--- src/design/adq_pkg.sv ---
// ----------------------------------------------------------------------------
// adq_pkg
// Shared widths, constants, register indexes and control types of the
// adaptive differential dequantizer.
// ----------------------------------------------------------------------------
package adq_pkg;

	localparam int WINDOW_DEPTH_DEF = 16;

	localparam int CODE_W   = 16;
	localparam int SAMPLE_W = 16;
	localparam int COEF_W   = 16;
	localparam int GAIN_W   = 15;
	localparam int WLEN_W   = 5;
	localparam int STEP_W   = 15;
	localparam int SUM_W    = 32;
	localparam int MAG_W    = 16;
	localparam int Q_SHIFT  = 15;
	localparam int BOUND_W  = SUM_W - Q_SHIFT;

	localparam int CFG_IDX_W  = 2;
	localparam int CFG_DATA_W = 16;

	// configuration register indexes
	localparam logic [CFG_IDX_W-1:0] REG_COEF = CFG_IDX_W'(0);
	localparam logic [CFG_IDX_W-1:0] REG_GAIN = CFG_IDX_W'(1);
	localparam logic [CFG_IDX_W-1:0] REG_WLEN = CFG_IDX_W'(2);

	// reset values
	localparam logic [COEF_W-1:0] COEF_RST = '0;
	localparam logic [GAIN_W-1:0] GAIN_RST = GAIN_W'(16384);
	localparam logic [WLEN_W-1:0] WLEN_RST = WLEN_W'(10);
	localparam logic [STEP_W-1:0] STEP_RST = STEP_W'(1);

	// step search interval and truncation offset for the Q15 product
	localparam logic [STEP_W-1:0] SEARCH_LO = STEP_W'(1);
	localparam logic [STEP_W-1:0] SEARCH_HI = STEP_W'((1 << 15) - 1);
	localparam logic [SUM_W-1:0]  Q15_TRUNC = SUM_W'((1 << Q_SHIFT) - 1);

	typedef struct packed {
		logic load;      // latch code, start window read
		logic mul;       // both products
		logic acc;       // sample, prediction, window update
		logic bound;     // search bound, interval reset
		logic search;    // one bisection step
		logic out_load;  // move sample to output register
	} cmd_t;

	typedef struct packed {
		logic search_done;
	} status_t;

endpackage

--- src/design/adq_code_if.sv ---
// ----------------------------------------------------------------------------
// adq_code_if
// Input channel: one quantized code per request.
// ----------------------------------------------------------------------------
interface adq_code_if;
	logic                              valid;
	logic                              ready;
	logic signed [adq_pkg::CODE_W-1:0] code;

	modport source (output valid, output code, input ready);
	modport sink   (input valid, input code, output ready);
endinterface

--- src/design/adq_sample_if.sv ---
// ----------------------------------------------------------------------------
// adq_sample_if
// Output channel: one reconstructed sample per request.
// ----------------------------------------------------------------------------
interface adq_sample_if;
	logic                                valid;
	logic                                ready;
	logic signed [adq_pkg::SAMPLE_W-1:0] sample_out;

	modport source (output valid, output sample_out, input ready);
	modport sink   (input valid, input sample_out, output ready);
endinterface

--- src/design/adq_ram.sv ---
// ----------------------------------------------------------------------------
// adq_ram
// Generic single-write, single-read RAM with registered read data.
// ----------------------------------------------------------------------------
module adq_ram #(
	parameter int WIDTH = 16,
	parameter int DEPTH = 16,
	localparam int AW   = (DEPTH > 1) ? $clog2(DEPTH) : 1
) (
	input  logic             clk,
	input  logic             we,
	input  logic [AW-1:0]    waddr,
	input  logic [WIDTH-1:0] wdata,
	input  logic             re,
	input  logic [AW-1:0]    raddr,
	output logic [WIDTH-1:0] rdata
);

	logic [WIDTH-1:0] mem_q [DEPTH];
	logic [WIDTH-1:0] rdata_q;

	always_ff @(posedge clk) begin
		if (we) begin
			mem_q[waddr] <= wdata;
		end
		if (re) begin
			rdata_q <= mem_q[raddr];
		end
	end

	assign rdata = rdata_q;

endmodule

--- src/design/adq_ctrl.sv ---
// ----------------------------------------------------------------------------
// adq_ctrl
// Sequencer: accept, multiply, accumulate, bound, bisection, output.
// ----------------------------------------------------------------------------
module adq_ctrl (
	input  logic             clk,
	input  logic             arst_n,
	input  logic             in_valid,
	output logic             in_ready,
	output logic             out_valid,
	input  logic             out_ready,
	output adq_pkg::cmd_t    cmd,
	input  adq_pkg::status_t status
);

	typedef enum logic [5:0] {
		S_IDLE   = 6'b000001,
		S_MUL    = 6'b000010,
		S_ACC    = 6'b000100,
		S_BOUND  = 6'b001000,
		S_SEARCH = 6'b010000,
		S_OUT    = 6'b100000
	} state_t;

	state_t state_q, state_d;
	logic   out_valid_q;
	logic   out_free;

	assign out_free = !out_valid_q || out_ready;

	always_comb begin
		state_d  = state_q;
		cmd      = '0;
		in_ready = 1'b0;
		case (state_q)
			S_IDLE: begin
				in_ready = 1'b1;
				if (in_valid) begin
					cmd.load = 1'b1;
					state_d  = S_MUL;
				end
			end
			S_MUL: begin
				cmd.mul = 1'b1;
				state_d = S_ACC;
			end
			S_ACC: begin
				cmd.acc = 1'b1;
				state_d = S_BOUND;
			end
			S_BOUND: begin
				cmd.bound = 1'b1;
				state_d   = S_SEARCH;
			end
			S_SEARCH: begin
				cmd.search = 1'b1;
				if (status.search_done) begin
					state_d = S_OUT;
				end
			end
			S_OUT: begin
				// wait for the output register to drain
				if (out_free) begin
					cmd.out_load = 1'b1;
					state_d      = S_IDLE;
				end
			end
			default: begin
				state_d = S_IDLE;
			end
		endcase
	end

	always_ff @(posedge clk or negedge arst_n) begin
		if (!arst_n) begin
			state_q     <= S_IDLE;
			out_valid_q <= 1'b0;
		end else begin
			state_q <= state_d;
			if (cmd.out_load) begin
				out_valid_q <= 1'b1;
			end else if (out_ready) begin
				out_valid_q <= 1'b0;
			end
		end
	end

	assign out_valid = out_valid_q;

endmodule

--- src/design/adq_datapath.sv ---
// ----------------------------------------------------------------------------
// adq_datapath
// Configuration registers, reconstruction arithmetic, magnitude window and
// step size bisection.
// ----------------------------------------------------------------------------
module adq_datapath #(
	parameter int WINDOW_DEPTH = adq_pkg::WINDOW_DEPTH_DEF
) (
	input  logic                                clk,
	input  logic                                arst_n,
	input  adq_pkg::cmd_t                       cmd,
	output adq_pkg::status_t                    status,
	input  logic signed [adq_pkg::CODE_W-1:0]   code,
	output logic signed [adq_pkg::SAMPLE_W-1:0] sample_out,
	input  logic                                cfg_we,
	input  logic [adq_pkg::CFG_IDX_W-1:0]       cfg_index,
	input  logic [adq_pkg::CFG_DATA_W-1:0]      cfg_data
);

	localparam int POS_W = (WINDOW_DEPTH > 1) ? $clog2(WINDOW_DEPTH) : 1;
	localparam int LEN_W = $clog2(WINDOW_DEPTH + 1);
	localparam int LS_W  = LEN_W + adq_pkg::STEP_W;

	// configuration
	logic [adq_pkg::COEF_W-1:0] coef_q;
	logic [adq_pkg::GAIN_W-1:0] gain_q;
	logic [adq_pkg::WLEN_W-1:0] wlen_q;

	// architectural state
	logic [adq_pkg::STEP_W-1:0]   step_q;
	logic [adq_pkg::SAMPLE_W-1:0] pred_q;
	logic [adq_pkg::SAMPLE_W-1:0] prev_q;
	logic [adq_pkg::SUM_W-1:0]    sum_q;
	logic [POS_W-1:0]             pos_q;
	logic [WINDOW_DEPTH-1:0]      valid_q;

	// per-item working registers
	logic [adq_pkg::CODE_W-1:0]   code_q;
	logic [adq_pkg::SAMPLE_W-1:0] diff_s1;
	logic signed [adq_pkg::SUM_W-1:0] cprod_s1;
	logic [adq_pkg::SAMPLE_W-1:0] out_q;
	logic [adq_pkg::BOUND_W-1:0]  bound_q;
	logic [adq_pkg::STEP_W-1:0]   lo_q;
	logic [adq_pkg::STEP_W-1:0]   hi_q;

	logic [LEN_W-1:0]                            len;
	logic [adq_pkg::CODE_W+adq_pkg::STEP_W-1:0]  dprod;
	logic [adq_pkg::MAG_W-1:0]                   old_mag;
	logic [adq_pkg::MAG_W-1:0]                   ram_rdata;
	logic [adq_pkg::MAG_W-1:0]                   mag;
	logic [adq_pkg::SAMPLE_W-1:0]                sample;
	logic [adq_pkg::SUM_W-1:0]                   qsum;
	logic [adq_pkg::SAMPLE_W-1:0]                q16;
	logic [POS_W:0]                              pos_inc;
	logic [adq_pkg::SUM_W+adq_pkg::GAIN_W-1:0]   bprod;
	logic [adq_pkg::STEP_W:0]                    lohi;
	logic [adq_pkg::STEP_W-1:0]                  mid;
	logic [LS_W-1:0]                             len_mid;
	logic                                        too_big;

	// effective window length: zero reads as one, saturates at the depth
	always_comb begin
		if (wlen_q == '0) begin
			len = LEN_W'(1);
		end else if (32'(wlen_q) > 32'(WINDOW_DEPTH)) begin
			len = LEN_W'(WINDOW_DEPTH);
		end else begin
			len = LEN_W'(wlen_q);
		end
	end

	assign dprod   = code_q * step_q;
	assign old_mag = valid_q[pos_q] ? ram_rdata : '0;
	assign sample  = diff_s1 + pred_q;
	// division by 2^15 truncating toward zero
	assign qsum    = cprod_s1[adq_pkg::SUM_W-1] ? (cprod_s1 + adq_pkg::Q15_TRUNC) : cprod_s1;
	assign q16     = qsum[adq_pkg::Q_SHIFT +: adq_pkg::SAMPLE_W];
	assign mag     = diff_s1[adq_pkg::SAMPLE_W-1] ? (~diff_s1 + 1'b1) : diff_s1;
	assign pos_inc = {1'b0, pos_q} + 1'b1;
	assign bprod   = sum_q * gain_q;

	assign lohi    = {1'b0, lo_q} + {1'b0, hi_q};
	assign mid     = lohi[adq_pkg::STEP_W:1];
	assign len_mid = len * mid;
	assign too_big = 32'(len_mid) > 32'(bound_q);

	assign status.search_done = cmd.search && (mid == lo_q);

	adq_ram #(
		.WIDTH (adq_pkg::MAG_W),
		.DEPTH (WINDOW_DEPTH)
	) u_window (
		.clk   (clk),
		.we    (cmd.acc),
		.waddr (pos_q),
		.wdata (mag),
		.re    (cmd.load),
		.raddr (pos_q),
		.rdata (ram_rdata)
	);

	always_ff @(posedge clk or negedge arst_n) begin
		if (!arst_n) begin
			coef_q  <= adq_pkg::COEF_RST;
			gain_q  <= adq_pkg::GAIN_RST;
			wlen_q  <= adq_pkg::WLEN_RST;
			step_q  <= adq_pkg::STEP_RST;
			pred_q  <= '0;
			prev_q  <= '0;
			sum_q   <= '0;
			pos_q   <= '0;
			valid_q <= '0;
		end else begin
			if (cfg_we) begin
				case (cfg_index)
					adq_pkg::REG_COEF: coef_q <= cfg_data[adq_pkg::COEF_W-1:0];
					adq_pkg::REG_GAIN: gain_q <= cfg_data[adq_pkg::GAIN_W-1:0];
					adq_pkg::REG_WLEN: wlen_q <= cfg_data[adq_pkg::WLEN_W-1:0];
					default: ;
				endcase
			end
			if (cmd.acc) begin
				pred_q         <= sample - q16;
				prev_q         <= sample;
				sum_q          <= sum_q - adq_pkg::SUM_W'(old_mag) + adq_pkg::SUM_W'(mag);
				valid_q[pos_q] <= 1'b1;
				if (32'(pos_inc) >= 32'(len)) begin
					pos_q <= '0;
				end else begin
					pos_q <= pos_inc[POS_W-1:0];
				end
			end
			if (status.search_done) begin
				step_q <= mid;
			end
		end
	end

	always_ff @(posedge clk) begin
		if (cmd.load) begin
			code_q <= code;
		end
		if (cmd.mul) begin
			diff_s1  <= dprod[adq_pkg::SAMPLE_W-1:0];
			cprod_s1 <= $signed(coef_q) * $signed(prev_q);
		end
		if (cmd.acc) begin
			out_q <= sample;
		end
		if (cmd.bound) begin
			bound_q <= bprod[adq_pkg::Q_SHIFT +: adq_pkg::BOUND_W];
			lo_q    <= adq_pkg::SEARCH_LO;
			hi_q    <= adq_pkg::SEARCH_HI;
		end else if (cmd.search && !status.search_done) begin
			if (too_big) begin
				hi_q <= mid;
			end else begin
				lo_q <= mid;
			end
		end
	end

	// separate output register so a new item can be worked on while it waits
	logic [adq_pkg::SAMPLE_W-1:0] sample_q;

	always_ff @(posedge clk) begin
		if (cmd.out_load) begin
			sample_q <= out_q;
		end
	end

	assign sample_out = sample_q;

endmodule

--- src/design/adaptive_differential_dequantizer.sv ---
// Processing order after a request is accepted: multiply, accumulate,
// bound, step size bisection (one step per cycle), output load. A new
// code is taken while the last result waits in the output register.
// Reset (arst_n, async): step size 1, prediction, sum, position and window
// cleared, registers at their defaults; the window needs no clearing pass.
// ----------------------------------------------------------------------------
// adaptive_differential_dequantizer
// Top level: ADPCM-style sample reconstruction with adaptive step size.
// ----------------------------------------------------------------------------
module adaptive_differential_dequantizer #(
	parameter int WINDOW_DEPTH = adq_pkg::WINDOW_DEPTH_DEF
) (
	input  logic                           clk,
	input  logic                           arst_n,
	adq_code_if.sink                       code_ch,
	adq_sample_if.source                   sample_ch,
	input  logic                           cfg_we,
	input  logic [adq_pkg::CFG_IDX_W-1:0]  cfg_index,
	input  logic [adq_pkg::CFG_DATA_W-1:0] cfg_data
);

	adq_pkg::cmd_t    cmd;
	adq_pkg::status_t status;

	adq_ctrl u_ctrl (
		.clk       (clk),
		.arst_n    (arst_n),
		.in_valid  (code_ch.valid),
		.in_ready  (code_ch.ready),
		.out_valid (sample_ch.valid),
		.out_ready (sample_ch.ready),
		.cmd       (cmd),
		.status    (status)
	);

	adq_datapath #(
		.WINDOW_DEPTH (WINDOW_DEPTH)
	) u_datapath (
		.clk        (clk),
		.arst_n     (arst_n),
		.cmd        (cmd),
		.status     (status),
		.code       (code_ch.code),
		.sample_out (sample_ch.sample_out),
		.cfg_we     (cfg_we),
		.cfg_index  (cfg_index),
		.cfg_data   (cfg_data)
	);

endmodule

--- src/flat_wrapper.sv ---
// flat-port wrapper written by rule: the top's interface ports become plain ports
module adaptive_differential_dequantizer_flat 
#(
	parameter int WINDOW_DEPTH = adq_pkg::WINDOW_DEPTH_DEF
)
  (clk, arst_n, cfg_we, cfg_index, cfg_data, code_ch_valid, code_ch_code, code_ch_ready, sample_ch_valid, sample_ch_sample_out, sample_ch_ready);
  adq_code_if code_ch_i ();
  adq_sample_if sample_ch_i ();
  input  logic clk;
  input  logic arst_n;
  input  logic cfg_we;
  input  logic [adq_pkg::CFG_IDX_W-1:0] cfg_index;
  input  logic [adq_pkg::CFG_DATA_W-1:0] cfg_data;
  input wire logic [$bits(code_ch_i.valid)-1:0] code_ch_valid;
  input wire logic [$bits(code_ch_i.code)-1:0] code_ch_code;
  output wire logic [$bits(code_ch_i.ready)-1:0] code_ch_ready;
  output wire logic [$bits(sample_ch_i.valid)-1:0] sample_ch_valid;
  output wire logic [$bits(sample_ch_i.sample_out)-1:0] sample_ch_sample_out;
  input wire logic [$bits(sample_ch_i.ready)-1:0] sample_ch_ready;
  assign code_ch_i.valid = code_ch_valid;
  assign code_ch_i.code = code_ch_code;
  assign code_ch_ready = code_ch_i.ready;
  assign sample_ch_valid = sample_ch_i.valid;
  assign sample_ch_sample_out = sample_ch_i.sample_out;
  assign sample_ch_i.ready = sample_ch_ready;
  adaptive_differential_dequantizer #(.WINDOW_DEPTH(WINDOW_DEPTH)) u_core (.clk(clk), .arst_n(arst_n), .code_ch(code_ch_i), .sample_ch(sample_ch_i), .cfg_we(cfg_we), .cfg_index(cfg_index), .cfg_data(cfg_data));
endmodule
--- config.mk ---
export PLATFORM = sky130hd
export DESIGN_NAME = adaptive_differential_dequantizer_flat
export DESIGN_NICKNAME = d
export VERILOG_FILES = /design/src/design/adq_pkg.sv /design/src/design/adq_code_if.sv /design/src/design/adq_sample_if.sv /design/src/design/adq_ram.sv /design/src/design/adq_ctrl.sv /design/src/design/adq_datapath.sv /design/src/design/adaptive_differential_dequantizer.sv /design/src/flat_wrapper.sv
export SDC_FILE = /design/constraint.sdc
export NUM_CORES = 2
export LEC_CHECK = 0
export ABC_AREA = 0
export ABC_CLOCK_PERIOD_IN_PS = 9000
export BUFFER_PORTS_ARGS = -buffer_cell sky130_fd_sc_hd__buf_2
export CAP_MARGIN = 40
export CORE_MARGIN = 1.5
export CORE_UTILIZATION = 55
export CTS_CLUSTER_DIAMETER = 200
export DETAILED_ROUTE_END_ITERATION = 12
export GPL_TIMING_DRIVEN = 0
export PLACE_DENSITY = 0.8
export SETUP_SLACK_MARGIN = 0.4
export SLEW_MARGIN = 40
export SYNTH_ARGS = -nofsm -noshare
export SYNTH_HDL_FRONTEND = slang
export SYNTH_SLANG_ARGS = --single-unit
--- constraint.sdc ---
create_clock -name clk -period 9 [get_ports clk]
set_input_delay 0.9 -clock clk [delete_from_list [all_inputs] [get_ports clk]]
set_output_delay 0.9 -clock clk [all_outputs]
set_load 0.02 [all_outputs]
==> impl_metrics.py <==
metrics = {
    "run_status": {
        "run_status": "finished, final reports clean",
    },
    "synthesis": {
        "number_of_enable_flip_flop_cells_after_synthesis": 385,
        "synth_sequential_area_ratio": 0.305,
        "ys_dominant_reg_cell": "sky130_fd_sc_hd__edfxtp_1",
        "yosysTopAreaCell": "sky130_fd_sc_hd__fa_1",
        "average_footprint_of_a_synthesized_cell_um2": 10.8,
        "synth_cell_types": 89,
        "synth.net_count": 5811,
        "postSynth.asyncResetShare": 0.255,
        "synthCells": 4771,
        "synthTopCellsByArea": "sky130_fd_sc_hd__fa_1, sky130_fd_sc_hd__edfxtp_1, sky130_fd_sc_hd__ha_1, sky130_fd_sc_hd__dfrtp_1, sky130_fd_sc_hd__inv_1",
        "synth.yosys.warnings": 0,
        "ff_latch_count_synth": 557,
        "syn_area_um2": 51500,
        "area_share_of_the_leading_cell_type_in_the_synthesized_netlist": 0.268,
    },
    "min_path": {
        "holdCritPathClass": "in2async",
    },
    "floorplan": {
        "die_height_um": 309,
        "initial_core_utilization": 0.553,
        "row_count": 112,
        "die_w_um": 309,
        "design.core.area_um2": 93000,
        "ioPinCount": 57,
        "die_area_um2": 95400,
    },
    "global_routing": {
        "grt_antenna_before_repair": 3,
        "grt_remaining_overflow": 0,
        "grt_start_max_net_pins": 71,
        "first_pass_grt_wire_length_mm": 212,
        "first_global_vias": 37400,
        "grtUsageTotal": 0.293,
    },
    "sta": {
        "maxClockFrequency_ghz": 0.122,
        "worst_slew_margin_rel": 0.399,
        "setup_total_negative_slack_ns": 0,
        "final_max_slew_violation_count": 0,
        "grt_setup_unrepaired": "false",
        "hold_violations": 0,
        "timing.final.crit_period_ns": 8.22,
        "period_share": 0.913,
        "tightest_slew_ns": 0.898,
        "final_count_of_negative_setup_slack_endpoints": 0,
        "clock-skew-final_ns": 0.0235,
    },
    "drt": {
        "antenna_violating_nets_post_route": 0,
        "drt_iter0_markers": 3032,
        "total_via_count_in_the_routed_design": 35700,
        "drt_first_pass_iters": 6,
        "remaining_drc_errors": 0,
        "post_detailed_routing_wire_length_mm": 135,
        "drt-wirelength-per-cell_um": 21.7,
        "vias_per_cell": 5.75,
    },
    "critical_path": {
        "kind_of_critical_path": "reg2reg",
        "timing.rr.start": "u_core.u_datapath.lo_q[3]",
        "worst_setup_path_start_kind": "register",
        "critical_path.reg2reg.endpoint": "u_core.u_datapath.hi_q[11]",
        "critPathArrivalTime_ns": 8.79,
        "worst_setup_path_end_kind": "register",
        "worst_path_largest_cell_delay_ns": 0.50,
        "crit_fanout": 10,
        "critPathRequiredTime_ns": 9.57,
        "critical_path.slowest_cell": "sky130_fd_sc_hd__fa_1",
        "timing.reg2reg.setup_slack_ns": 0.78,
        "cells_on_worst_reg2reg_path": 32,
    },
    "place": {
        "gp_congestion": 0.963,
        "port-buffer-count": 56,
        "detailed_place_hpwl_mm": 102,
    },
    "clock_tree": {
        "clockBufferDepth": 3,
        "cts_tree": "yes",
        "clk_latency_ns": 0.67,
        "clock_sink_count": 557,
        "cts.hold.buffers_added": 0,
        "htree_num_levels": 2,
        "clk_root_buffer_cell": "sky130_fd_sc_hd__clkbuf_16",
        "number_of_buffers_added_by_the_clock_tree_synthesis_step": 59,
        "cts.reportedPaths.clkPinSlew_ns": 0.06,
    },
    "finish": {
        "fillerInstances": 7389,
        "finalNetCount": 5946,
        "drive_above_1_share": 0.0851,
        "final_common_cell": "sky130_fd_sc_hd__inv_1",
        "synthToLayoutAreaGrowth_pct": 8.58,
        "final_cell_mix": "sky130_fd_sc_hd__inv_1, sky130_fd_sc_hd__fa_1, sky130_fd_sc_hd__nand2_1, sky130_fd_sc_hd__edfxtp_1, sky130_fd_sc_hd__and2_1",
    },
    "job": {
        "drv_cap": 0,
    },
}
worst max-delay path: cells and delay by family, from the launching register on:
kind	cells	cell delay [ns]
AOI/OAI and AO/OA	8	1.74
xor gates and xnor gates	1	0.13
adders and majority gates	6	2.16
buffers and inverters	5	0.76
DFF	1	0.40
muxes	1	0.24
and+or+nand+nor	11	2.68
sequential cells by signal (all words and copies together), names as in the netlist, 17 cells and up:
| signal | cells |
|---|---|
| u_core.u_datapath.bound_q | 17 |
| u_core.u_datapath.cprod_s1 | 32 |
| u_core.u_datapath.sum_q | 32 |
| u_core.u_datapath.u_window.mem_q | 256 |
synth_stat cells (12+ instances only):
cell                         n
sky130_fd_sc_hd__a21o_1     45
sky130_fd_sc_hd__a21oi_1   112
sky130_fd_sc_hd__and2_1    332
sky130_fd_sc_hd__and3_1     16
sky130_fd_sc_hd__buf_1      16
sky130_fd_sc_hd__clkbuf_1  165
sky130_fd_sc_hd__dfrtp_1   137
sky130_fd_sc_hd__dfxtp_1    30
sky130_fd_sc_hd__edfxtp_1  385
sky130_fd_sc_hd__fa_1      689
sky130_fd_sc_hd__ha_1      312
sky130_fd_sc_hd__inv_1     779
sky130_fd_sc_hd__mux2_2     40
sky130_fd_sc_hd__mux2i_1    20
sky130_fd_sc_hd__mux4_2     85
sky130_fd_sc_hd__nand2_1   647
sky130_fd_sc_hd__nand2b_1   38
sky130_fd_sc_hd__nand3_1    43
sky130_fd_sc_hd__nand4_1    18
sky130_fd_sc_hd__nor2_1    165
sky130_fd_sc_hd__nor2b_1    30
sky130_fd_sc_hd__nor3_1     35
sky130_fd_sc_hd__nor4_1     12
sky130_fd_sc_hd__o21a_1     31
sky130_fd_sc_hd__o21ai_0   121
sky130_fd_sc_hd__o21bai_1   18
sky130_fd_sc_hd__o31ai_1    20
sky130_fd_sc_hd__or2_2      23
sky130_fd_sc_hd__or3_1      18
sky130_fd_sc_hd__xnor2_1   159
sky130_fd_sc_hd__xor2_1     65
worst max path at each step:
stage	start	end	slack [ns]
after floorplan	u_core.u_datapath.lo_q[0]	u_core.u_datapath.hi_q[8]	1.65
after global placement	u_core.u_datapath.lo_q[6]	u_core.u_datapath.hi_q[7]	0.35
after global routing	u_core.u_datapath.lo_q[3]	u_core.u_datapath.hi_q[10]	0.38
after CTS	u_core.u_datapath.lo_q[0]	u_core.u_datapath.hi_q[11]	0.48
final	u_core.u_datapath.lo_q[3]	u_core.u_datapath.hi_q[11]	0.78
after detailed placement	u_core.u_datapath.lo_q[0]	u_core.u_datapath.hi_q[7]	0.28
cells by family (layout without fill, tap and decap cells):
group / count (synthesis) / count (layout) / synth area share
AND/OR/NAND/NOR: 1412 / 1412 / 0.132
adder cells (fa/ha/maj): 1001 / 1001 / 0.344
buffers and inverters: 975 / 1160 / 0.0719
flip-flops: 557 / 557 / 0.305
AO/OA/AOI/OAI: 453 / 453 / 0.0578
XOR/XNOR: 227 / 227 / 0.0393
multiplexers: 146 / 146 / 0.0500
other: 0 / 3 / 0
routing by layer:
metal / GRT usage / part of all wire / wire [µm]
met5: 0 / 0.00037 / 50
met2: 0.471 / 0.47 / 63400
met4: 0.124 / 0.046 / 6260
met3: 0.0632 / 0.090 / 12200
met1: 0.388 / 0.39 / 53000
area by class of cell:
type / instances / area (µm²) / share of cell area
Multi-Input combinational cell: 3239 / 32300 / 0.579
Clock inverter: 41 / 454 / 0.00813
Buffer: 195 / 795 / 0.0142
Inverter: 780 / 2930 / 0.0524
Timing Repair Buffer: 74 / 517 / 0.00925
Tap cell: 1254 / 1570 / 0.0281
Clock buffer: 70 / 1560 / 0.0279
Sequential cell: 557 / 15700 / 0.281
Antenna cell: 3 / 7.51 / 0.000134
through the flow:
stage / hold WS (ns) / worst slack [ns] / utilization / area, µm² / std cells
after floorplan: 0.400 / 1.65 / - / 51500 / 4771
after global placement: 0.403 / 0.351 / 0.573 / 53300 / 6081
after detailed placement: 0.407 / 0.280 / 0.577 / 53700 / 6095
after CTS: 0.00185 / 0.479 / 0.599 / 55700 / 6206
after global routing: 0.00459 / 0.383 / 0.601 / 55900 / 6210
final: 0.0295 / 0.785 / 0.601 / 55900 / 6213
timing repair:
item                                   in CTS  in global routing
gates cloned                                0                  0
endpoints found under the hold margin       0                  0
pin swaps                                   0                  2
buffers inserted                            0                  3
resized for setup                           2                  7
setup endpoints to repair                  22                 30
Power is not shown: default switching activity piles up to over one toggle a cycle in this logic, so the estimate is an artifact.
